`src/rtl/uartrx_pkg.sv`:
```
package uartrx_pkg;

   localparam int FIFO_DEPTH_DEFAULT = 64;

   localparam int CSR_INDEX_W = 2;
   localparam int CSR_DATA_W  = 16;
   localparam int DELAY_W     = 16;
   localparam int BYTE_W      = 8;
   localparam int FILL_W      = 6;
   localparam int BIT_IDX_W   = 3;

   // Register indexes
   localparam logic [CSR_INDEX_W-1:0] CSR_RX_ENABLE    = 2'd0;
   localparam logic [CSR_INDEX_W-1:0] CSR_CENTER_DELAY = 2'd1;
   localparam logic [CSR_INDEX_W-1:0] CSR_BIT_DELAY    = 2'd2;
   localparam logic [CSR_INDEX_W-1:0] CSR_STOP_DELAY   = 2'd3;

   // Register reset values
   localparam logic [DELAY_W-1:0] CENTER_DELAY_RESET = 16'd184;
   localparam logic [DELAY_W-1:0] BIT_DELAY_RESET    = 16'd208;
   localparam logic [DELAY_W-1:0] STOP_DELAY_RESET   = 16'd208;

   localparam logic [BIT_IDX_W-1:0] LAST_DATA_BIT = 3'd7;

   typedef struct packed {
      logic rx_level;
      logic read_request;
   } req_type;

   typedef struct packed {
      logic [BYTE_W-1:0] read_data;
      logic              read_valid;
      logic [FILL_W-1:0] fill_count;
      logic              overflow_flag;
      logic              frame_busy;
   } rsp_type;

   typedef struct packed {
      logic               rx_enable;
      logic [DELAY_W-1:0] center_delay_ticks;
      logic [DELAY_W-1:0] bit_delay_ticks;
      logic [DELAY_W-1:0] stop_delay_ticks;
   } cfg_type;

   // Work handed from the deframer to the FIFO side, one per tick.
   typedef struct packed {
      logic              read_request;
      logic              store_valid;
      logic [BYTE_W-1:0] store_byte;
      logic              frame_busy;
   } cmd_type;

   // A zero delay counts as one tick.
   function automatic logic [DELAY_W-1:0] at_least_one(input logic [DELAY_W-1:0] v);
      return (v == '0) ? DELAY_W'(1) : v;
   endfunction

endpackage

```
`src/rtl/uartrx_ram.sv`:
```
module uartrx_ram #(
   parameter int WIDTH = 8,
   parameter int DEPTH = 64
) (
   input  logic                     clock,
   input  logic                     wr_en,
   input  logic [$clog2(DEPTH)-1:0] wr_addr,
   input  logic [WIDTH-1:0]         wr_data,
   input  logic                     rd_en,
   input  logic [$clog2(DEPTH)-1:0] rd_addr,
   output logic [WIDTH-1:0]         rd_data
);

   logic [WIDTH-1:0] mem_ff [DEPTH];
   logic [WIDTH-1:0] rd_data_ff;

   always_ff @(posedge clock) begin
      if (wr_en) begin
         mem_ff[wr_addr] <= wr_data;
      end
      if (rd_en) begin
         rd_data_ff <= mem_ff[rd_addr];
      end
   end

   assign rd_data = rd_data_ff;

endmodule

```
`src/rtl/uartrx_front.sv`:
```
module uartrx_front (
   input  logic                clock,
   input  logic                reset,
   input  uartrx_pkg::cfg_type cfg,
   input  logic                req_valid,
   input  uartrx_pkg::req_type req_payload,
   input  logic                queue_full,
   output logic                cmd_push,
   output uartrx_pkg::cmd_type cmd
);
   import uartrx_pkg::*;

   typedef enum logic [3:0] {
      PH_IDLE   = 4'b0001,
      PH_CENTER = 4'b0010,
      PH_DATA   = 4'b0100,
      PH_STOP   = 4'b1000
   } phase_type;

   phase_type            phase_ff, phase_in;
   logic [DELAY_W-1:0]   cnt_ff, cnt_in, cnt_dec;
   logic [BIT_IDX_W-1:0] bit_idx_ff, bit_idx_in;
   logic [BYTE_W-1:0]    shift_ff, shift_in;
   logic                 prev_level_ff;
   logic                 accept, tick_done, store_valid;

   assign accept    = req_valid && !queue_full;
   assign cnt_dec   = cnt_ff - DELAY_W'(1);
   assign tick_done = (cnt_dec == '0);

   always_comb begin
      phase_in    = phase_ff;
      cnt_in      = cnt_ff;
      bit_idx_in  = bit_idx_ff;
      shift_in    = shift_ff;
      store_valid = 1'b0;
      unique case (phase_ff)
         PH_IDLE: begin
            // Falling edge arms a frame.
            if (cfg.rx_enable && prev_level_ff && !req_payload.rx_level) begin
               phase_in   = PH_CENTER;
               cnt_in     = at_least_one(cfg.center_delay_ticks);
               bit_idx_in = '0;
               shift_in   = '0;
            end
         end
         PH_CENTER: begin
            cnt_in = cnt_dec;
            if (tick_done) begin
               phase_in = PH_DATA;
               cnt_in   = at_least_one(cfg.bit_delay_ticks);
            end
         end
         PH_DATA: begin
            cnt_in = cnt_dec;
            if (tick_done) begin
               shift_in = {req_payload.rx_level, shift_ff[BYTE_W-1:1]};
               if (bit_idx_ff == LAST_DATA_BIT) begin
                  bit_idx_in  = '0;
                  store_valid = 1'b1;
                  phase_in    = PH_STOP;
                  cnt_in      = at_least_one(cfg.stop_delay_ticks);
               end else begin
                  bit_idx_in = bit_idx_ff + BIT_IDX_W'(1);
                  cnt_in     = at_least_one(cfg.bit_delay_ticks);
               end
            end
         end
         PH_STOP: begin
            cnt_in = cnt_dec;
            if (tick_done) begin
               phase_in = PH_IDLE;
            end
         end
         default: begin
            phase_in = PH_IDLE;
         end
      endcase
   end

   always_ff @(posedge clock) begin
      if (reset) begin
         phase_ff      <= PH_IDLE;
         cnt_ff        <= '0;
         bit_idx_ff    <= '0;
         shift_ff      <= '0;
         prev_level_ff <= 1'b1;
      end else if (accept) begin
         phase_ff      <= phase_in;
         cnt_ff        <= cnt_in;
         bit_idx_ff    <= bit_idx_in;
         shift_ff      <= shift_in;
         prev_level_ff <= req_payload.rx_level;
      end
   end

   assign cmd_push          = accept;
   assign cmd.read_request  = req_payload.read_request;
   assign cmd.store_valid   = store_valid;
   assign cmd.store_byte    = shift_in;
   assign cmd.frame_busy    = (phase_in != PH_IDLE);

endmodule

```
`src/rtl/uartrx_queue.sv`:
```
module uartrx_queue (
   input  logic                clock,
   input  logic                reset,
   input  logic                push,
   input  uartrx_pkg::cmd_type push_cmd,
   output logic                full,
   output logic                head_valid,
   output uartrx_pkg::cmd_type head_cmd,
   input  logic                pop
);
   import uartrx_pkg::*;

   cmd_type    entry_ff [2];
   logic       wr_ptr_ff, rd_ptr_ff;
   logic [1:0] count_ff;

   assign full       = (count_ff == 2'd2);
   assign head_valid = (count_ff != 2'd0);
   assign head_cmd   = entry_ff[rd_ptr_ff];

   always_ff @(posedge clock) begin
      if (push) begin
         entry_ff[wr_ptr_ff] <= push_cmd;
      end
   end

   always_ff @(posedge clock) begin
      if (reset) begin
         wr_ptr_ff <= 1'b0;
         rd_ptr_ff <= 1'b0;
         count_ff  <= 2'd0;
      end else begin
         if (push) begin
            wr_ptr_ff <= ~wr_ptr_ff;
         end
         if (pop) begin
            rd_ptr_ff <= ~rd_ptr_ff;
         end
         case ({push, pop})
            2'b10:   count_ff <= count_ff + 2'd1;
            2'b01:   count_ff <= count_ff - 2'd1;
            default: count_ff <= count_ff;
         endcase
      end
   end

endmodule

```
`src/rtl/uartrx_back.sv`:
```
module uartrx_back #(
   parameter int FIFO_DEPTH = uartrx_pkg::FIFO_DEPTH_DEFAULT
) (
   input  logic                clock,
   input  logic                reset,
   input  logic                rx_enable,
   input  logic                cmd_valid,
   input  uartrx_pkg::cmd_type cmd,
   output logic                cmd_pop,
   output logic                rsp_valid,
   input  logic                rsp_stall,
   output uartrx_pkg::rsp_type rsp_payload
);
   import uartrx_pkg::*;

   localparam int AW = $clog2(FIFO_DEPTH);
   localparam int CW = (AW + 1 > FILL_W) ? AW + 1 : FILL_W;

   logic [AW-1:0]     head_ff, tail_ff, head_after, tail_next, tail_in;
   logic              ovf_ff, ovf_in;
   logic              fire, pop, space, wr;
   logic [CW-1:0]     fill_wide;
   logic [BYTE_W-1:0] ram_q;
   logic              rsp_valid_ff;
   logic              rvalid_ff, busy_ff, ovf_out_ff;
   logic [FILL_W-1:0] fill_ff;

   function automatic logic [AW-1:0] wrap_inc(input logic [AW-1:0] idx);
      return (idx == AW'(FIFO_DEPTH - 1)) ? '0 : idx + AW'(1);
   endfunction

   // Take one command whenever the output register is free or being drained.
   assign fire    = cmd_valid && (!rsp_valid_ff || !rsp_stall);
   assign cmd_pop = fire;

   // Pop first, then store into the space that the pop may have freed.
   assign pop        = cmd.read_request && rx_enable && (head_ff != tail_ff);
   assign head_after = pop ? wrap_inc(head_ff) : head_ff;
   assign tail_next  = wrap_inc(tail_ff);
   assign space      = (tail_next != head_after);
   assign wr         = cmd.store_valid && space;
   assign tail_in    = wr ? tail_next : tail_ff;
   assign ovf_in     = ovf_ff || (cmd.store_valid && !space);

   always_comb begin
      if (tail_in >= head_after) begin
         fill_wide = CW'(tail_in) - CW'(head_after);
      end else begin
         fill_wide = CW'(tail_in) + CW'(FIFO_DEPTH) - CW'(head_after);
      end
   end

   uartrx_ram #(
      .WIDTH (BYTE_W),
      .DEPTH (FIFO_DEPTH)
   ) u_ram (
      .clock   (clock),
      .wr_en   (fire && wr),
      .wr_addr (tail_ff),
      .wr_data (cmd.store_byte),
      .rd_en   (fire && pop),
      .rd_addr (head_ff),
      .rd_data (ram_q)
   );

   always_ff @(posedge clock) begin
      if (reset) begin
         head_ff      <= '0;
         tail_ff      <= '0;
         ovf_ff       <= 1'b0;
         rsp_valid_ff <= 1'b0;
      end else begin
         if (fire) begin
            head_ff      <= head_after;
            tail_ff      <= tail_in;
            ovf_ff       <= ovf_in;
            rsp_valid_ff <= 1'b1;
         end else if (!rsp_stall) begin
            rsp_valid_ff <= 1'b0;
         end
      end
   end

   always_ff @(posedge clock) begin
      if (fire) begin
         rvalid_ff  <= pop;
         fill_ff    <= fill_wide[FILL_W-1:0];
         ovf_out_ff <= ovf_in;
         busy_ff    <= cmd.frame_busy;
      end
   end

   assign rsp_valid                 = rsp_valid_ff;
   assign rsp_payload.read_data     = rvalid_ff ? ram_q : '0;
   assign rsp_payload.read_valid    = rvalid_ff;
   assign rsp_payload.fill_count    = fill_ff;
   assign rsp_payload.overflow_flag = ovf_out_ff;
   assign rsp_payload.frame_busy    = busy_ff;

endmodule

```
`src/rtl/uart_receiver_with_rx_fifo.sv`:
```
// Channel    | Direction | Handshake            | Transaction
// -----------+-----------+----------------------+------------------------------------
// req_       | in        | req_valid/req_stall  | one line tick: rx_level, read_request
// rsp_       | out       | rsp_valid/rsp_stall  | one result per tick: byte, flags, fill
// csr_       | in        | csr_write            | register write, no wait
//
// One tick is taken every clock while req_stall is low; the deframer updates its
// state as each tick is accepted, and the tick is written into the command queue;
// when the back end takes it from there, the result register and the RAM's
// registered read port load together and the result becomes valid.
// Reset clears control state only; the RAM contents are left as they are.
// rsp_stall holds the output register, then fills the two-entry command queue,
// and only then raises req_stall.
module uart_receiver_with_rx_fifo #(
   parameter int FIFO_DEPTH = uartrx_pkg::FIFO_DEPTH_DEFAULT
) (
   input  logic                                  clock,
   input  logic                                  reset,
   input  logic                                  req_valid,
   output logic                                  req_stall,
   input  uartrx_pkg::req_type                   req_payload,
   output logic                                  rsp_valid,
   input  logic                                  rsp_stall,
   output uartrx_pkg::rsp_type                   rsp_payload,
   input  logic                                  csr_write,
   input  logic [uartrx_pkg::CSR_INDEX_W-1:0]    csr_index,
   input  logic [uartrx_pkg::CSR_DATA_W-1:0]     csr_wdata
);
   import uartrx_pkg::*;

   cfg_type cfg_ff;
   logic    push, queue_full, head_valid, pop;
   cmd_type push_cmd, head_cmd;

   // Config registers; user writes only while no transaction is in flight, unenforced.
   always_ff @(posedge clock) begin
      if (reset) begin
         cfg_ff.rx_enable          <= 1'b0;
         cfg_ff.center_delay_ticks <= CENTER_DELAY_RESET;
         cfg_ff.bit_delay_ticks    <= BIT_DELAY_RESET;
         cfg_ff.stop_delay_ticks   <= STOP_DELAY_RESET;
      end else if (csr_write) begin
         unique case (csr_index)
            CSR_RX_ENABLE:    cfg_ff.rx_enable          <= csr_wdata[0];
            CSR_CENTER_DELAY: cfg_ff.center_delay_ticks <= csr_wdata[DELAY_W-1:0];
            CSR_BIT_DELAY:    cfg_ff.bit_delay_ticks    <= csr_wdata[DELAY_W-1:0];
            CSR_STOP_DELAY:   cfg_ff.stop_delay_ticks   <= csr_wdata[DELAY_W-1:0];
            default:          cfg_ff                    <= cfg_ff;
         endcase
      end
   end

   // Front: edge detect, bit timing and byte assembly.
   uartrx_front u_front (
      .clock       (clock),
      .reset       (reset),
      .cfg         (cfg_ff),
      .req_valid   (req_valid),
      .req_payload (req_payload),
      .queue_full  (queue_full),
      .cmd_push    (push),
      .cmd         (push_cmd)
   );

   // Decouple the tick stream from the FIFO side.
   uartrx_queue u_queue (
      .clock      (clock),
      .reset      (reset),
      .push       (push),
      .push_cmd   (push_cmd),
      .full       (queue_full),
      .head_valid (head_valid),
      .head_cmd   (head_cmd),
      .pop        (pop)
   );

   // Back: ring FIFO, overflow flag and result register.
   uartrx_back #(
      .FIFO_DEPTH (FIFO_DEPTH)
   ) u_back (
      .clock       (clock),
      .reset       (reset),
      .rx_enable   (cfg_ff.rx_enable),
      .cmd_valid   (head_valid),
      .cmd         (head_cmd),
      .cmd_pop     (pop),
      .rsp_valid   (rsp_valid),
      .rsp_stall   (rsp_stall),
      .rsp_payload (rsp_payload)
   );

   assign req_stall = queue_full;

endmodule

```
`config.mk`:
```
export PLATFORM = sky130hd
export DESIGN_NAME = uart_receiver_with_rx_fifo
export DESIGN_NICKNAME = d
export VERILOG_FILES = /design/src/rtl/uartrx_pkg.sv /design/src/rtl/uartrx_ram.sv /design/src/rtl/uartrx_front.sv /design/src/rtl/uartrx_queue.sv /design/src/rtl/uartrx_back.sv /design/src/rtl/uart_receiver_with_rx_fifo.sv
export SDC_FILE = /design/constraint.sdc
export NUM_CORES = 1
export LEC_CHECK = 0
export BUFFER_PORTS_ARGS = -buffer_cell sky130_fd_sc_hd__buf_2
export CORE_ASPECT_RATIO = 0.7
export CORE_UTILIZATION = 52
export CTS_CLUSTER_DIAMETER = 100
export DETAILED_ROUTE_END_ITERATION = 7
export PLACE_DENSITY = 0.68
export SLEW_MARGIN = 5
export SYNTH_ARGS = -nofsm -noshare
export SYNTH_HDL_FRONTEND = slang
export SYNTH_SLANG_ARGS = --single-unit
```
`constraint.sdc`:
```
create_clock -name clock -period 5.3 [get_ports clock]
set_input_delay 1.06 -clock clock [delete_from_list [all_inputs] [get_ports clock]]
set_output_delay 1.06 -clock clock [all_outputs]
set_load 0.01 [all_outputs]
```
# Yosys cells after proc, flatten, opt, wreduce, memory -nomap -nowiden
# Memory sizes are Yosys's and may differ from the RTL's. A register that Yosys moved wholly into a read port is not among the register bits.
# Index checks and enable logic that the tools add are counted.
classes:
  eq_ne: 19
  n_addsub: 9
  bitwise: 2
  magnitude_cmp: 1
  reduce_logical: 32
  n_mux: 39
ops:
  columns: ["operator", "n"]
  rows:
  - ["2-to-1 mux 16 bit", 7]
  - ["logical NOT 16 bit", 4]
  - ["one-hot mux 16 bit (4 select lines)", 1]
  - ["2-to-1 mux 6 bit", 5]
  - ["2-to-1 mux 8 bit", 3]
  - ["2-to-1 mux 4 bit", 5]
  - ["adder 6 x 1 -> 6 bit, second input constant", 3]
  - ["one-hot mux 4 bit (4 select lines)", 1]
  - ["one-hot mux 8 bit (2 select lines)", 1]
  - ["subtractor 16 x 1 -> 16 bit, second input constant", 1]
  - ["== test 6 bit, second input constant", 2]
  - ["inequality test 6 bit", 2]
  - ["subtractor 6 bit", 2]
  - ["2-to-1 mux 1 bit", 11]
  - ["logical AND 1 bit", 10]
  - ["2-to-1 mux 3 bit", 3]
  - ["== test 2 bit, second input constant", 4]
  - ["AND reduction 2 bit", 4]
  - [">= comparator 6 bit", 1]
  - ["inequality test 2 x 1 -> 1 bit, second input constant", 3]
  - ["one-hot mux 3 bit (2 select lines)", 1]
  - ["nonzero test 2 bit", 3]
  - ["logical NOT 1 bit", 5]
  - ["== test 2 x 1 -> 1 bit, second input constant", 2]
  - ["16 further kinds", 18]
word_totals:
  mem_count: 2
  wordCells: 124
  mem_bits_rw: 534
  regBits: 108
  out_inout_bits: 19
mem_list:
  columns: ["memory", "words", "word_bits", "read_ports", "rd_ports_with_merged_regs", "wr", "line_no", "text"]
  rows:
  - ["u_back.u_ram.mem_ff", 64, 8, 1, 1, 1, "uartrx_ram.sv:14", "logic [WIDTH-1:0] mem_ff [DEPTH];"]
  - ["u_queue.entry_ff", 2, 11, 1, 1, 1, "uartrx_queue.sv:13", "cmd_type entry_ff [2];"]

# Depth between registers and ports, before layout
# Gate-level depths: netlist (run 1).
depth:
  word_depth: 9
  depth_mapped: 18

# Modules after synthesis
# From an unflattened synthesis (run 1), not the netlist that was laid out.
hier_totals:
  hier_cells: 1725
  hier_area_um2: 27536.4
modules_own_cells:
  columns: ["module", "area_each_um2", "cells_per_inst", "instances"]
  rows:
  - ["uartrx_ram", 20246.9, 940, 1]
  - ["uartrx_front", 2622.5, 355, 1]
  - ["uart_receiver_with_rx_fifo", 1983.2, 183, 1]
  - ["uartrx_back", 1686.6, 191, 1]
  - ["uartrx_queue", 997.2, 56, 1]

# Least setup slack after synthesis (run 1)
# OpenSTA, ideal clock, no wires.
synth_timing:
  path_kind: "reg2reg"
  from: "register u_back.head_ff[3]"
  to: "register u_back.fill_ff[5], data pin"
  path_stages_with_launch: 19
  t_arrival_ns: 3.678
  setup_slack_ns: 1.363
  setup_ns: 0.260
  path_buffers: 1
  period_less_slack_ns: 3.937
  required_time_ns: 5.040
  cell_sequence: "dfxtp_1 > clkbuf_1 > nor2b_1 > or3_1 > o31ai_2 > inv_2 > nand4_1 > nand4_1 > a41oi_1 > mux2i_1 > inv_1 > ha_1 > nor2b_1 > o21a_1 > nor2_1 > o21bai_1 > a21oi_1 > xor2_1 > xnor2_1"
synth_between:
  elab_chain_cells: 9
  elab_cells_between_ends: 14
synth_lines:
  columns: ["item", "line_no", "text"]
  rows:
  - ["start, declared", "uartrx_back.sv:19", "logic [AW-1:0] head_ff, tail_ff, head_after, tail_next, tail_in;"]
  - ["start signal, assigned", "uartrx_back.sv:74", "head_ff <= head_after;"]
  - ["inequality test 6 bit (*)", "uartrx_back.sv:37", "assign pop = cmd.read_request && rx_enable && (head_ff != tail_ff);"]
  - ["logical AND 1 bit (*)", "uartrx_back.sv:37", null]
  - ["net u_back.pop", "uartrx_back.sv:21", "logic fire, pop, space, wr;"]
  - ["2-to-1 mux 6 bit (*)", "uartrx_back.sv:38", "assign head_after = pop ? wrap_inc(head_ff) : head_ff;"]
  - ["inequality test 6 bit (*)", "uartrx_back.sv:40", "assign space = (tail_next != head_after);"]
  - ["logical AND 1 bit (*)", "uartrx_back.sv:41", "assign wr = cmd.store_valid && space;"]
  - ["2-to-1 mux 6 bit (*)", "uartrx_back.sv:42", "assign tail_in = wr ? tail_next : tail_ff;"]
  - ["net u_back.tail_in[1]", "uartrx_back.sv:19", null]
  - ["adder 6 x 1 -> 6 bit", "uartrx_back.sv:49", "fill_wide = CW'(tail_in) + CW'(FIFO_DEPTH) - CW'(head_after);"]
  - ["subtractor 6 bit", "uartrx_back.sv:49", null]
  - ["2-to-1 mux 6 bit (*)", "uartrx_back.sv:46", "if (tail_in >= head_after) begin"]
  - ["net u_back.fill_wide[5]", "uartrx_back.sv:22", "logic [CW-1:0] fill_wide;"]
  - ["end signal, assigned", "uartrx_back.sv:87", "fill_ff <= fill_wide[FILL_W-1:0];"]
  - ["end, declared", "uartrx_back.sv:26", "logic [FILL_W-1:0] fill_ff;"]
# The timed path passes the listed nets; every way through them passes the cells marked *.
# A chain may end at the register's enable or synchronous reset.

# Final worst setup path (run 1)
layout_timing:
  from: "register u_back.tail_ff[3]"
  to: "register u_back.fill_ff[5], data pin"
layout_between:
  elab_chain_cells: 9
  elab_cells_between_ends: 14
layout_lines:
  columns: ["item", "line_no", "text"]
  rows:
  - ["start, declared", "uartrx_back.sv:19", null]
  - ["start signal, assigned", "uartrx_back.sv:75", "tail_ff <= tail_in;"]
  - ["branches (longest 5 deep; another with adder 6 x 1 -> 6 bit)", null, null]
  - ["2-to-1 mux 6 bit (*)", "uartrx_back.sv:42", null]
  - ["net u_back.tail_in[1]", "uartrx_back.sv:19", null]
  - ["adder 6 x 1 -> 6 bit", "uartrx_back.sv:49", null]
  - ["subtractor 6 bit", "uartrx_back.sv:49", null]
  - ["2-to-1 mux 6 bit (*)", "uartrx_back.sv:46", null]
  - ["net u_back.fill_wide[5]", "uartrx_back.sv:22", null]
# Mark *: on every way through the listed nets, which the timed path passes.

==> impl_metrics.tcl, run 1 <==
set metrics [dict create \
    fin_skew_ns 0.03300 \
    slowest_delay_ns 0.56 \
    fill_cells 3993 \
    finalSetupTns_ns 0 \
    maxCapViolCount 0 \
    crit_chain "inv_1, o2111a_1, a311oi_2, xnor3_1, nor3b_1, a41oi_1, mux2i_1, inv_1, ha_1, nor2b_1, o21a_1, nor2_1, o21bai_1, a21oi_1, xor2_1, xnor2_1" \
    fin_crit_ns 4.628 \
    switchingPower_w 0.003177 \
    worstRegToRegCells 16 \
    ioPinCount 44 \
    fin_cells 2690 \
    final_common_cell "edfxtp_1" \
    grt_overflow 0 \
    yosysUniqueCellTypes 83 \
    wl_per_cell_microns 25.14 \
    slew_headroom_pct 9.383 \
    die_y_microns 194.6 \
    cts_tree "yes" \
    grt_pass1_wl_microns 101500 \
    synth_ff_type "edfxtp_1" \
    async_flop_share_pct 0 \
    share_seq_of_total_power_pct 52.0 \
    die_area_sq_mm 0.05392 \
    track_usage_pct 25.08 \
    port_buffers 43 \
    r2r_slack_ns 0.67 \
    final_cell_mix "edfxtp_1 (551), nand2_1 (202), mux2i_1 (135), a21oi_1 (100), dfxtp_1 (98)" \
    end_kind "flop" \
    final_min_period_over_clock_period_pct 87.32 \
    yosysSeqAreaShare_pct 67.32 \
    place_area_sq_mm 0.02879 \
    power_frac_comb_pct 13.1 \
    switching_share_pct 26.27 \
    cp-start-kind "flop" \
    clkSlewWorstSetupHoldPaths_ns 0.07 \
    holdBufCountCts 0 \
    min_delay_path_depth 2 \
    outcome "complete, no violations" \
    final_core_util_pct 58.68 \
    dp_hpwl_microns 43910 \
    vdd_ir_drop_max_uv 284.8 \
    critPathMaxFanout 12 \
    syn_nets 1939 \
    area_delta_synth_final_pct 11.36 \
    fp.dieW_microns 277.1 \
    worstPathArrival_ns 5.02 \
    setup_violations 0 \
    num_rows 70 \
    coreArea_sq_mm 0.05229 \
    max_freq_ghz 0.2161 \
    cp_data_required_time_ns 5.69 \
    placed_cells 2583 \
    diodes 0 \
    grt_max_degree 113 \
    r2r-end "u_back.fill_ff[5]$_DFFE_PP_" \
    ys_ff_latch 651 \
    htree_levels 2 \
    clockBufferDepth 3 \
    netlist_area_sq_mm 0.02755 \
    syn_avg_cell_area_sq_um 14.50 \
    cpMaxStageDelayCell "dfxtp_1" \
    drt_drc_violations_left 0 \
    drtPass1Iterations 5 \
    rr_startpoint "u_back.tail_ff[3]$_SDFFE_PP0P_" \
    rsz0062_at_grt "false" \
    numCtsBuffers 58 \
    postLayoutCellArea_sq_mm 0.03068 \
    postCtsSetupBuffers 0 \
    min_path_type "reg -> reg" \
    clock_sinks 651 \
    clock_latency_ns 0.64 \
    leakage_nw 9.622 \
    synth_cells 1900 \
    place_congestion 0.9602 \
    clkPwrFrac_pct 35.0 \
    root_buffer "clkbuf_16" \
    drt_iter0_drc 1641 \
    drive_gt1_share_pct 16.90 \
    synth-edff-count 551 \
    antenna_found_initial 1 \
    final_hold_viol_count 0 \
    power.internal_w 0.008916 \
    power_density_mw_per_mm2 394.2 \
    holdPathEnd "u_back.ovf_ff$_SDFFE_PP0P_" \
    final_antenna_net_count 0 \
    worstHoldStart "u_back.ovf_ff$_SDFFE_PP0P_" \
    timing_worst_slew_pin_value_ns 1.354 \
    viasPerCell 6.314 \
    synth_warnings 0 \
    grt_pass1_vias 15961 \
    critical_path.most_common_cell "inv_1" \
    start_util_pct 52.69 \
    critPathKind "reg -> reg" \
    vias 16986 \
    hold_ws_ns 0.4582 \
    slew_violations 0 \
    nNetsFinal 1998 \
    routed_wl_microns 67640 \
]
==> layout make-up <==
type	instances	area, sq um	area share, %
Sequential cell	651	18560	60.48
Multi-Input combinational cell	1093	8398	27.37
Clock buffer	67	1485	4.841
Timing Repair Buffer	129	885.9	2.887
Tap cell	684	855.8	2.789
Clock inverter	40	404.1	1.317
Inverter	26	97.59	0.3181
==> power groups by stage <==
stage	combinational, W	sequential, W	clock, W
after floorplan	0.000989	0.00631	0
after global placement	0.00153	0.00638	0
after detailed placement	0.00158	0.00639	0
after CTS	0.00158	0.00628	0.00430
after global routing	0.00171	0.00630	0.00447
final	0.00158	0.00629	0.00423
==> logic make-up (layout without fill, tap and decap cells) <==
logic type,Yosys count,count (layout),synth area share (%)
simple gates,489,489,8.710
fa+ha+maj,14,14,0.6631
xor+xnor,35,35,1.163
mux,221,221,11.36
compound gates,334,334,8.374
buf+inv,156,262,2.407
flops,651,651,67.32
==> critical path: cells and delay by family (launching register included) <==
| kind | cells | cell delay [ns] |
|---|---|---|
| adder cells (fa/ha/maj) | 1 | 0.30 |
| flip-flops | 1 | 0.56 |
| XOR/XNOR | 3 | 0.68 |
| AND/OR/NAND/NOR | 3 | 0.55 |
| buffers and inverters | 2 | 0.34 |
| AO/OA/AOI/OAI | 6 | 1.60 |
| multiplexers | 1 | 0.35 |
==> worst max-delay path by stage <==
stage,start,to,slack [ns],cells past startpoint
2_1_floorplan,u_back.head_ff[3]$_SDFFE_PP0P_,u_back.fill_ff[5]$_DFFE_PP_,1.36,18
3_3_place_gp,u_back.tail_ff[1]$_SDFFE_PP0P_,u_back.fill_ff[5]$_DFFE_PP_,0.52,16
3_5_place_dp,u_back.tail_ff[1]$_SDFFE_PP0P_,u_back.fill_ff[5]$_DFFE_PP_,0.56,16
4_1_cts,u_back.tail_ff[1]$_SDFFE_PP0P_,u_back.fill_ff[5]$_DFFE_PP_,0.54,16
5_1_grt,u_back.tail_ff[1]$_SDFFE_PP0P_,u_back.fill_ff[5]$_DFFE_PP_,0.16,16
6_report,u_back.tail_ff[3]$_SDFFE_PP0P_,u_back.fill_ff[5]$_DFFE_PP_,0.67,16
==> per-layer routing <==
| layer | global-route usage [%] | vias up | share of wire, % |
|---|---|---|---|
| li1 | - | 7592 | - |
| met1 | 39.59 | 8604 | 46 |
| met2 | 35.74 | 713 | 43 |
| met3 | 5.217 | 75 | 9.7 |
| met4 | 5.206 | 2 | 1.5 |
| met5 | 0 | - | 0.019 |
==> metrics by stage <==
step	power (W)	setup slack [ns]
floorplan	0.007298	1.363
CTS	0.01216	0.5395
detailed placement	0.007969	0.5603
global placement	0.007914	0.5229
global route	0.01248	0.1635
finish	0.01209	0.6723
==> cell usage after synthesis, drive strengths merged (15+ instances only) <==
master	number	area, sq um
buf	37	216.5
o21ai	41	205.2
nand3b	15	112.6
o22ai	33	206.5
mux2i	135	1351
nor3	59	300.3
inv	25	93.84
nor2	56	212.7
xnor2	21	183.9
mux4	72	1622
clkbuf	93	349.1
nor4	42	269.0
o221ai	65	569.3
edfxtp	551	16550
nand3	22	115.1
dfxtp	100	2002
a21oi	101	509.2
nand2	204	765.7
==> flip-flops by register name (all words and copies together) (netlist names), 6 cells and up, named ones only <==
| register | flops |
|---|---|
| u_back.head_ff | 6 |
| u_back.tail_ff | 6 |
| u_back.u_ram.rd_data | 8 |
| u_back.u_ram.mem_ff | 512 |
| cfg_ff | 49 |
| u_back.fill_ff | 6 |
| u_front.cnt_ff | 16 |
| u_queue.entry_ff | 22 |
| u_front.shift_ff | 8 |
==> what timing repair did <==
item / 4_1_cts / 5_1_grt
endpoints found under the hold margin: 0 / 0
gates resized for setup: 0 / 1
endpoints found under the setup margin: 0 / 1
Power figures use the tool's default switching activity.
==> run 2: changes to the inputs <==
--- a/config.mk
+++ b/config.mk
@@ -5,6 +5,7 @@
 export SDC_FILE = /design/constraint.sdc
 export NUM_CORES = 1
 export LEC_CHECK = 0
+export ABC_AREA = 1
 export BUFFER_PORTS_ARGS = -buffer_cell sky130_fd_sc_hd__buf_2
 export CORE_ASPECT_RATIO = 0.7
 export CORE_UTILIZATION = 52
==> run 2 against run 1 <==
Utilization down 0.33 points. Die area is 1.7% higher. Cell area is 0.27% higher. Worst setup slack gained 0.16 ns. Register-to-register slack better by 0.16 ns. Wire length up 9.8%. Fmax is 3.5% higher. Global-route usage increased by 2.0 points. Non-clock buffer count decreased by 57. Via count up 21%. Power up 19%.
==> impl_metrics.tcl, run 2 <==
set metrics [dict create \
    outcome "complete, no violations" \
    fin_skew_ns 0.02264 \
    fp.dieW_microns 279.5 \
    maxCapViolCount 0 \
    htree_levels 2 \
    placed_cells 3278 \
    final_cell_mix "edfxtp_1 (551), nor2_1 (481), o21ai_0 (424), nand2_1 (219), o22ai_1 (164)" \
    vdd_ir_drop_max_uv 323.0 \
    slew_violations 0 \
    setup_ws_ns 0.8304 \
    final_hold_viol_count 0 \
    crit_path_start "u_back.head_ff[4]$_SDFFE_PP0P_" \
    start_util_pct 53.18 \
    synth_warnings 0 \
    netlist_area_sq_mm 0.02804 \
    vias 20599 \
    drt_iter0_drc 3118 \
    final_min_period_over_clock_period_pct 84.33 \
    ys_top_cells_by_area "edfxtp_1 (59%), o21ai_0 (7.6%), dfxtp_1 (7.1%)" \
    holdBufCountCts 0 \
    dp_slack_ns 0.9166 \
    root_buffer "clkbuf_16" \
    yosysSeqAreaShare_pct 66.15 \
    max_freq_ghz 0.2237 \
    rr_startpoint "u_back.head_ff[4]$_SDFFE_PP0P_" \
    clock_sinks 651 \
    grt_overflow 0 \
    final_antenna_net_count 0 \
    final_core_util_pct 58.35 \
    end_kind "flop" \
    ioPinCount 44 \
    nNetsFinal 2657 \
    yosysTopAreaCellShare_pct 59.01 \
    leakage_nw 10.86 \
    grt_pass1_vias 18940 \
    postCtsSetupBuffers 0 \
    setup_violations 0 \
    diodes 0 \
    cp-start-kind "flop" \
    slowest_delay_ns 0.71 \
    ys_ff_latch 651 \
    cts_tree "yes" \
    crit_chain "inv_1, nand2_1, nand2_1, nor2_1, nand3_4, nand2_4, nand2_2, nand3_1, nand2_1, nor2_2, nand3_2, nand2_1, nor2_1, a21oi_1, ha_1, a21oi_1, o21ai_0, a21o_1, a21oi_1, xnor2_1, nand3b_1, nand2_1, inv_1" \
    slew_headroom_pct 22.83 \
    worstPathArrival_ns 4.86 \
    reg.largest.list "u_back.u_ram.mem_ff: 512 flops, cfg_ff: 49 flops, u_queue.entry_ff: 22 flops" \
    grt_pass1_wl_microns 113600 \
    wl_per_cell_microns 21.93 \
    rsz0062_at_grt "false" \
    routed_wl_microns 74280 \
    clkSlewWorstSetupHoldPaths_ns 0.07 \
    r2r-end "u_back.fill_ff[5]$_DFFE_PP_" \
    synth_commonest_cells "edfxtp_1 (551), nor2_1 (481), o21ai_0 (424)" \
    critical_path.most_common_cell "nand2_1" \
    antenna_found_initial 1 \
    syn_nets 2685 \
    yosysUniqueCellTypes 44 \
    worstHoldStart "u_queue.rd_ptr_ff$_SDFFE_PP0P_" \
    port_buffers 43 \
    cpMaxStageDelayCell "dfxtp_1" \
    clock_latency_ns 0.63 \
    grt_max_degree 211 \
    dp_hpwl_microns 46770 \
    viasPerCell 6.082 \
    largest_reg_flops 512 \
    top_register "u_back.u_ram.mem_ff" \
    synth_cells 2646 \
    drive_gt1_share_pct 8.774 \
    track_usage_pct 27.07 \
    area_delta_synth_final_pct 9.724 \
    cp_data_required_time_ns 5.69 \
    syn_avg_cell_area_sq_um 10.60 \
    worstRegToRegCells 23 \
    numCtsBuffers 58 \
    synth-edff-count 551 \
    fin_crit_ns 4.470 \
    r2r_slack_ns 0.83 \
    clockBufferDepth 3 \
    async_flop_share_pct 0 \
    place_congestion 0.9324 \
    critPathMaxFanout 20 \
    finalSetupTns_ns 0 \
    synthMostInstantiatedCell "edfxtp_1" \
    ctsResizeCount 0 \
    timing_worst_slew_pin_value_ns 1.155 \
    power_density_mw_per_mm2 466.0 \
    critPathKind "reg -> reg" \
    yosysTopAreaCell "edfxtp_1" \
    num_rows 70 \
    final_common_cell "edfxtp_1" \
    endpoint "u_back.fill_ff[5]$_DFFE_PP_" \
    coreArea_sq_mm 0.05273 \
    fin_cells 3387 \
    synth_ff_type "edfxtp_1" \
    drtPass1Iterations 6 \
    die_area_sq_mm 0.05487 \
    die_y_microns 196.3 \
    drt_drc_violations_left 0 \
    min_path_type "reg -> reg" \
]
-- run 2: through the flow --
step	hold slack (ns)	power, W	cell area [sq um]
global placement	0.4390	0.009753	28710
CTS	0.4493	0.01431	30760
finish	0.4518	0.01434	30760
detailed placement	0.4403	0.009811	28710
global route	0.4746	0.01491	30760
floorplan	0.4257	0.008580	28040
-- run 2: cell type report --
type | instances | area, sq um
clock inverter | 40 | 526.8
sequential | 651 | 18560
multi-input combinational | 1667 | 8169
timing repair buffer | 72 | 445.4
fill | 4400 | 21960
clock buffer | 69 | 1524
inverter | 168 | 641.9
tap | 720 | 900.9
-- run 2: cell families (layout without fill, tap and decap cells) --
logic type / after synthesis / in the layout / share of synthesized area [%]
AO/OA/AOI/OAI: 738 / 738 / 14.20
adder cells (fa/ha/maj): 14 / 14 / 0.6515
AND/OR/NAND/NOR: 896 / 896 / 13.60
buffers and inverters: 328 / 349 / 4.712
XOR/XNOR: 9 / 9 / 0.2812
flip-flops: 651 / 651 / 66.15
multiplexers: 10 / 10 / 0.4016
-- run 2: worst max-delay path, delay by kind of cell, from the launching register on --
family                   cells  cell delay, ns
adder cells (fa/ha/maj)      1            0.30
buffers and inverters        2            0.47
XOR/XNOR                     1            0.09
AND/OR/NAND/NOR             14            1.85
AO/OA/AOI/OAI                5            0.79
flip-flops                   1            0.71
-- run 2: metal layers --
layer	routed length [microns]	global-route usage (%)	share of wire, %	up-vias
li1	-	-	-	9366
met1	34630	44.03	47	10039
met2	29710	35.86	40	1073
met3	8307	6.121	11	117
met4	1603	6.982	2.2	4
met5	25	0	0.034	-
-- run 2: worst min path at each step --
stage	to	slack (ns)	cells after the start
global placement	u_queue.rd_ptr_ff$_SDFFE_PP0P_	0.44	1
finish	flop	0.45	1
CTS	flop	0.45	1
detailed placement	flop	0.44	1
global route	flop	0.47	1
floorplan	flop	0.43	1
-- run 2: report_power, final --
part / internal, W / switching, W
sequential: 0.00619 / 0.000202
combinational: 0.000875 / 0.00252
clock: 0.00265 / 0.00190
total: 0.00972 / 0.00462
==> run 3: changes to the inputs <==
--- a/config.mk
+++ b/config.mk
@@ -5,7 +5,7 @@
 export SDC_FILE = /design/constraint.sdc
 export NUM_CORES = 1
 export LEC_CHECK = 0
-export ABC_AREA = 1
+export ABC_AREA = 0
 export BUFFER_PORTS_ARGS = -buffer_cell sky130_fd_sc_hd__buf_2
 export CORE_ASPECT_RATIO = 0.7
 export CORE_UTILIZATION = 52
==> constraint.sdc (replaced) <==
create_clock -name clock -period 4.6 [get_ports clock]
set_input_delay 0.92 -clock clock [delete_from_list [all_inputs] [get_ports clock]]
set_output_delay 0.92 -clock clock [all_outputs]
set_load 0.01 [all_outputs]
==> run 3 against run 2 <==
The flow now finishes with violations (design-rule violations). First-iteration DRC count is 36% lower. Cell count is 20% lower. Sequential power is 12% higher. Combinational power is 43% lower. Critical endpoint unchanged.
==> impl_metrics.tcl, run 3 (synthesized netlist as in run 1, its figures left out) <==
set metrics [dict create \
    die_area_sq_mm 0.05392 \
    place_congestion 0.9218 \
    outcome "finished, violations left" \
    num_rows 70 \
    grt_max_degree 121 \
    fin_crit_ns 4.192 \
    crit_path_start "u_back.tail_ff[2]$_SDFFE_PP0P_" \
    largest_reg_flops 512 \
    slew_headroom_pct 19.98 \
    power.internal_w 0.01012 \
    placed_cells 2598 \
    timing_worst_slew_pin_value_ns 1.196 \
    numCtsBuffers 59 \
    cp_data_required_time_ns 4.97 \
    area_delta_synth_final_pct 11.59 \
    final_hold_viol_count 0 \
    share_seq_of_total_power_pct 52.2 \
    final_antenna_net_count 0 \
    vias 17242 \
    ioPinCount 44 \
    final_min_period_over_clock_period_pct 91.14 \
    r2r_slack_ns 0.41 \
    slew_violations 0 \
    clockBufferDepth 3 \
    place_area_sq_mm 0.02892 \
    maxCapViolCount 0 \
    top_register "u_back.u_ram.mem_ff" \
    dp_hpwl_microns 44790 \
    drt_iter0_drc 2006 \
    cp-start-kind "flop" \
    switchingPower_w 0.003664 \
    clock_latency_ns 0.64 \
    final_common_cell "edfxtp_1" \
    vdd_ir_drop_max_uv 443.8 \
    clkPwrFrac_pct 33.9 \
    track_usage_pct 25.33 \
    power_frac_comb_pct 13.9 \
    end_kind "flop" \
    root_buffer "clkbuf_16" \
    ctsResizeCount 0 \
    postLayoutCellArea_sq_mm 0.03075 \
    cts_tree "yes" \
    worstRegToRegCells 16 \
    htree_levels 2 \
    viasPerCell 6.367 \
    fp.dieW_microns 277.1 \
    antenna_found_initial 2 \
    rr_startpoint "u_back.tail_ff[2]$_SDFFE_PP0P_" \
    grt_overflow 0 \
    power_density_mw_per_mm2 448.4 \
    fin_skew_ns 0.03080 \
    routed_wl_microns 68010 \
    drive_gt1_share_pct 17.39 \
    postCtsSetupBuffers 0 \
    setup_violations 0 \
    final_core_util_pct 58.80 \
    min_path_type "reg -> reg" \
    die_y_microns 194.6 \
    reg.largest.list "u_back.u_ram.mem_ff: 512 flops, cfg_ff: 49 flops, u_queue.entry_ff: 22 flops" \
    coreArea_sq_mm 0.05229 \
    critPathKind "reg -> reg" \
    grt_pass1_wl_microns 103200 \
    nNetsFinal 2014 \
    diodes 0 \
    drtPass1Iterations 8 \
    worstPathArrival_ns 4.57 \
    min_delay_path_depth 2 \
    worstHoldStart "u_back.ovf_ff$_SDFFE_PP0P_" \
    wl_per_cell_microns 25.12 \
    grt_pass1_vias 16155 \
    final_cell_mix "edfxtp_1 (551), nand2_1 (202), mux2i_1 (135), a21oi_1 (100)" \
    finalSetupTns_ns 0 \
    start_util_pct 52.69 \
    drt_drc_violations_left 26 \
    critPathMaxFanout 27 \
    violations "design-rule violations" \
    leakage_nw 9.686 \
    clock_sinks 651 \
    clkSlewWorstSetupHoldPaths_ns 0.06 \
    p_total_w 0.01379 \
    holdBufCountCts 0 \
    fin_cells 2708 \
    port_buffers 43 \
    switching_share_pct 26.57 \
    max_freq_ghz 0.2385 \
    rsz0062_at_grt "false" \
]
## run 3: final cells by class
class	instances	area, sq um
fillers	3977	21540
well taps	684	855.8
repair buffers	144	1011
multi-input cells	1093	8403
flip-flops and latches	651	18560
clock buffers	79	1612
clock inverters	31	211.5
inverters	26	97.59
## run 3: worst paths after layout
| check | to |
|---|---|
| max | u_back.fill_ff[5]$_DFFE_PP_ |
| min | u_back.ovf_ff$_SDFFE_PP0P_ |
| max reg2reg | u_back.fill_ff[5]$_DFFE_PP_ |
| min reg2reg | u_back.ovf_ff$_SDFFE_PP0P_ |
## run 3: metrics by stage
stage	hold WS [ns]	worst slack, ns
finish	0.4603	0.4078
global route	0.4887	0.05113
CTS	0.4666	0.4670
detailed placement	0.4558	0.4947
global placement	0.4489	0.4379
floorplan	0.4254	0.6630
## run 3: power by group through the flow
stage	Combinational, W	Sequential [W]	Clock [W]
3_3_place_gp	0.00185	0.00731	0
2_1_floorplan	0.00114	0.00727	0
5_1_grt	0.00207	0.00721	0.00497
4_1_cts	0.00191	0.00719	0.00476
3_5_place_dp	0.00191	0.00732	0
6_report	0.00192	0.00719	0.00467
## run 3: critical path: stages (launching register included)
cell and delay [ns]:
dfxtp_1 0.34, buf_4 0.34, nand3_1 0.20, o21ai_0 0.61, nand3_1 0.15, a221oi_1 0.48
a41oi_1 0.22, mux2i_1 0.25, inv_1 0.09, ha_1 0.29, nor2b_1 0.13, o21a_1 0.17
nor2_1 0.15, o21bai_1 0.08, a21oi_1 0.17, xor2_1 0.19, xnor2_1 0.09
## run 3: per-layer routing
| metal | part of all wire [%] | vias to the layer above | GRT usage, % |
|---|---|---|---|
| met4 | 1.6 | 2 | 5.267 |
| met2 | 42 | 781 | 35.47 |
| met3 | 9.0 | 83 | 4.712 |
| met1 | 47 | 8749 | 40.93 |
| li1 | - | 7627 | - |
| met5 | 0.019 | - | 0 |
